--- src/rtl/core/cbq_level_ram.sv ---
// Level table: one write port and two registered read ports.
`timescale 1ns / 1ps
`default_nettype none

module cbq_level_ram #(
   parameter int unsigned DEPTH = 128,
   parameter int unsigned WIDTH = 32,
   parameter int unsigned AW    = 7
) (
   input  wire logic             clock,
   input  wire logic             wr_en,
   input  wire logic [AW-1:0]    wr_addr,
   input  wire logic [WIDTH-1:0] wr_data,
   input  wire logic [AW-1:0]    rd_addr_a,
   input  wire logic [AW-1:0]    rd_addr_b,
   output logic      [WIDTH-1:0] rd_data_a,
   output logic      [WIDTH-1:0] rd_data_b
);

   logic [WIDTH-1:0] mem [DEPTH];
   logic [WIDTH-1:0] rd_data_a_ff;
   logic [WIDTH-1:0] rd_data_b_ff;

   always_ff @(posedge clock) begin
      if (wr_en) begin
         mem[wr_addr] <= wr_data;
      end
      rd_data_a_ff <= mem[rd_addr_a];
      rd_data_b_ff <= mem[rd_addr_b];
   end

   assign rd_data_a = rd_data_a_ff;
   assign rd_data_b = rd_data_b_ff;

endmodule

`default_nettype wire

--- config.mk ---
export PLATFORM = sky130hd
export DESIGN_NAME = cbq_level_ram
export DESIGN_NICKNAME = d
export VERILOG_FILES = /design/src/rtl/core/cbq_level_ram.sv
export SDC_FILE = /design/constraint.sdc
export NUM_CORES = 2
export LEC_CHECK = 0
export BUFFER_PORTS_ARGS = -buffer_cell sky130_fd_sc_hd__buf_2
export CAP_MARGIN = 20
export CORE_AREA = 2 2 699 701
export DETAILED_ROUTE_END_ITERATION = 10
export DIE_AREA = 0 0 701 703
export PLACE_DENSITY = 0.65
export RECOVER_POWER = 50
export SKIP_CTS_REPAIR_TIMING = 1
export SYNTH_ARGS = -nofsm -noshare
export SYNTH_HDL_FRONTEND = slang
export SYNTH_SLANG_ARGS = --single-unit
--- constraint.sdc ---
create_clock -name clock -period 3.6 [get_ports clock]
set_input_delay 0.36 -clock clock [delete_from_list [all_inputs] [get_ports clock]]
set_output_delay 0.36 -clock clock [all_outputs]
set_load 0.01 [all_outputs]
# Word level (Yosys, flattened, before mapping)
# Memory sizes are Yosys's and may differ from the RTL's. A register that Yosys moved wholly into a read port is not among the register bits.
# Index checks and enable logic that the tools add are counted.
dict set report word_totals {
  register_bits 0
  ramBits 4096
  input_bits 55
  wordCells 3
  memories 1
}
# name depth word_bits read_ports rd_ports_with_merged_regs write_ports line
set memory_table {}
lappend memory_table {mem 128 32 2 2 1 20} ;# logic [WIDTH-1:0] mem [DEPTH];
dict set report classes {
  muxes 2
}
# operator n
set op_table {}
lappend op_table {{$mux 1} 2}

# Longest topological paths before layout
dict set report logic_depth {
  depth_word 2
  depth_mapped 8
  mapped_depth_nobuf 4
}

# Least setup slack after synthesis
# OpenSTA, ideal clock, no wires.
dict set report synth_path {
  path_kind {input to register}
  from {input port wr_en}
  to {memory mem[98][0] (enable)}
  setup_time_ns 0.461
  arrival_ns 3.138
  required_ns 3.139
  slack_ns 0.001
  cell_stages 3
  path_buffers 1
  cell_sequence {clkbuf_1 nand4_1 nor3_1}
}
dict set report synth_via {
  elab_chain_len 2
}
# element line
set synth_rtl {}
lappend synth_rtl {{start: declaration} 11} ;# input wire logic wr_en,
lappend synth_rtl {{$mux 1} 25} ;# if (wr_en) begin
lappend synth_rtl {{$mux 1 (implied by the code)} 26} ;# mem[wr_addr] <= wr_data;
lappend synth_rtl {{end: declaration} 20}
# Every way passes these cells.

# Final worst setup path
dict set report layout_path {
  from {input port wr_addr[0]}
  to {memory mem[123][21] (enable)}
}
# element line
set layout_rtl {}
lappend layout_rtl {{start: declaration} 12} ;# input wire logic [AW-1:0] wr_addr,
# Straight into the memory's write port.

==> flow_metrics.py <==
metrics = {
    "clock_network": {
        "cts_root_buffer": "clkbuf_16",
        "htreeDepth": 5,
        "cts_sinks": 4160,
        "clkSlewWorstSetupHoldPaths_ps": 60,
        "numCtsBuffers": 434,
        "clockBufferDepth": 4,
        "clk_latency_ps": 990,
        "cts_tree": "yes",
    },
    "layout": {
        "drive_gt1_frac": 0.4856,
        "fin_cells": 15208,
        "fillers": 39771,
        "utilization": 0.4510,
        "seqCellArea_um2": 124300,
        "multi_input_area_um2": 62760,
        "layout.nets": 8385,
        "area_delta_synth_final_pct": 15.86,
    },
    "power": {
        "ir_drop_v": 0.0004236,
        "p_leak_nw": 66.66,
        "p_per_area_nw_per_um2": 493.6,
    },
    "placement": {
        "place_congestion": 0.8443,
        "dp_hpwl_um": 363200,
        "io_buffers": 118,
        "post-place-cells": 14313,
    },
    "route": {
        "routed.top_layer": "met5",
        "drcViolationCount": 0,
        "ant_nets": 0,
        "met2_length_um": 288200,
        "wl_met1_um": 218600,
        "wl_per_cell_um": 40.86,
        "totalWireLength_um": 621300,
        "vias": 100910,
        "first_iter_violations": 16937,
        "firstDrtPassIters": 5,
        "route.met3.wl_um": 83130,
        "viasPerCell": 6.635,
    },
    "synthesis": {
        "synth_area_per_cell_um2": 24.51,
        "synth.area.mux_share": 0.3245,
        "synth_top_family_by_area": "multiplexers",
        "synth.area.top_cells": "edfxtp_1 (65%), mux4_2 (32%), clkbuf_1 (0.73%), dfxtp_1 (0.68%), mux2_2 (0.38%)",
        "syn_inst": 7701,
        "ys_types": 17,
        "synthSimpleGateAreaFrac": 0.003692,
        "synth_xor_xnor_area_share": 0,
        "yosysWarnings": 0,
        "post-synth-top-area-cell": "edfxtp_1",
        "synth_area_um2": 188800,
        "yosys.area.top_type_share": 0.6516,
        "ys_seq_area_frac": 0.6584,
        "synthAdderAreaFrac": 0,
        "synth_compound_area_frac": 0,
        "synth_seq_cells": 4160,
        "syn_nets": 7756,
    },
    "timing": {
        "setup_viol": 0,
        "rsz0062_at_grt": "false",
        "max_slew.worst_pin.slew_ps": 3686,
        "fin_crit_sh": 0.9004,
        "fmaxAchievable_ghz": 0.3085,
        "whs_ps": 65.37,
        "drv_slew": 2802,
        "relSlewSlack": -1.458,
        "timing.final.crit_period_ps": 3242,
        "fin_tns_setup_ps": 0,
        "final-hold-violation-count": 0,
        "skew_ps": 36.84,
    },
    "worst_hold_path": {
        "holdPathEnd": "rd_data_b[30]$_DFF_P_",
        "hold_class": "in -> reg",
        "hold_path_depth": 3,
        "min_from": "rd_addr_b[5]",
    },
    "grt": {
        "grt_start_max_net_pins": 129,
        "grtUsageTotal": 0.2497,
        "antenna_found_initial": 78,
        "grt_pass1_vias": 101970,
        "grt_pass1_wl_um": 847000,
        "globalRouteOverflowTotal": 0,
    },
    "die": {
        "die_h_um": 703,
        "start_util": 0.3893,
        "rows": 256,
        "pin_count": 119,
        "core_area_um2": 484900,
        "dieWidth_um": 701,
        "dieArea_um2": 492800,
    },
    "setup_path": {
        "cp_data_arrival_time_ps": 3930,
        "worstSetupPathType": "in -> reg",
        "crit_path_end_kind": "register",
        "r2r-end": "rd_data_b[23]$_DFF_P_",
        "worst_r2r_path_depth": 4,
        "r2r_start": "mem[37][23]$_DFFE_PP_",
        "required_ps": 4290,
        "cp_max_fo": 19,
        "r2r_setup_slack_ps": 1000,
        "worstSetupStartpointType": "input pin",
    },
    "run": {
        "drv_cap": 55,
    },
    "run_status": {
        "violations": "capacitance limit, slew limit",
        "status": "finished with violations",
    },
}
[area by class of cell]
cell class | count | share of cell area
multi-input cells | 2922 | 0.2870
clock buffers | 542 | 0.05302
flip-flops and latches | 4160 | 0.5683
clock inverters | 261 | 0.01124
well taps | 6450 | 0.03690
diodes | 61 | 0.0006980
repair buffers | 812 | 0.04291
[metrics by stage]
| stage | power [mW] | instance area, um^2 | worst slack (ps) |
|---|---|---|---|
| after floorplan | 59.74 | 188800 | 1.338 |
| after global placement | 63.74 | 204800 | -31.01 |
| after detailed placement | 63.88 | 204800 | -49.84 |
| after CTS | 108.3 | 218900 | 982.2 |
| after global routing | 110.6 | 218700 | 502.7 |
| final | 107.9 | 218700 | 358.5 |
[synth_stat cells]
| master | instances |
|---|---|
| edfxtp_1 | 4096 |
| mux4_2 | 2688 |
| clkbuf_1 | 365 |
| buf_1 | 132 |
| nor2_1 | 122 |
| buf_2 | 103 |
| dfxtp_1 | 64 |
| mux2_2 | 64 |
| buf_4 | 17 |
| nand2_1 | 14 |
| nand3_1 | 12 |
| nor3_1 | 9 |
| nor2b_1 | 7 |
| nand4_1 | 3 |
| buf_6 | 2 |
| nand2b_1 | 2 |
| or3_1 | 1 |
[worst max path at each step]
stage | from | end | slack (ps) | cells after the start
2_1_floorplan | wr_en | mem[98][0]$_DFFE_PP_ | 1 | 3
5_1_grt | wr_data[1] | mem[41][1]$_DFFE_PP_ | 500 | 2
6_report | wr_addr[0] | mem[123][21]$_DFFE_PP_ | 360 | 5
3_3_place_gp | rd_addr_b[0] | rd_data_b[19]$_DFF_P_ | -30 | 8
3_5_place_dp | rd_addr_b[0] | rd_data_b[19]$_DFF_P_ | -50 | 8
4_1_cts | mem[37][23]$_DFFE_PP_ | rd_data_b[23]$_DFF_P_ | 980 | 4
[registers in the layout, indices dropped and copies added, names as in the netlist]
register	count
rd_data_b	32
mem	4096
rd_data_a	32
[cells in the final DEF, fill, tap and decap left out, types with 5 or more instances in the layout]
master and instances:
buf_12 289, buf_2 71, buf_4 320, buf_8 6, bufinv_16 44, clkbuf_1 141
clkbuf_16 441, clkbuf_2 38, clkbuf_4 5, clkbuf_8 18, clkinv_1 93, clkinv_2 85
clkinv_4 5, clkinvlp_4 13, dfxtp_1 64, diode_2 61, dlygate4sd3_1 19, edfxtp_1 4096
inv_6 17, mux2_2 64, mux4_2 2688, nand2_1 14, nand3_1 12, nor2_1 19
nor2_4 103, nor2b_1 7, nor3_2 6
[cells by family (layout without fill, tap and decap cells)]
kind of cell,count (synthesis),count (layout)
other,0,61
flip-flops,4160,4160
buffers and inverters,619,1615
multiplexers,2752,2752
AND/OR/NAND/NOR,170,170
[layer usage]
metal  up-vias  track usage
met5         -            0
met4        32       0.1028
met3      1271      0.06929
met2      7443       0.3885
met1     55418       0.3341
li1      36746            -
[worst max-delay path, cell delays in order]
cell,delay (ps)
clkbuf_1,360
nand3_1,170
clkbuf_1,1640
nor2_1,900
buf_12,420
[power breakdown]
part           total (mW)  switching (mW)  internal, mW
Sequential           54.0           0.409          53.6
Clock                45.0            19.1          25.9
Combinational        8.96            4.78          4.18
Total                 108            24.3          83.6
(Power assumes the default switching activity.)
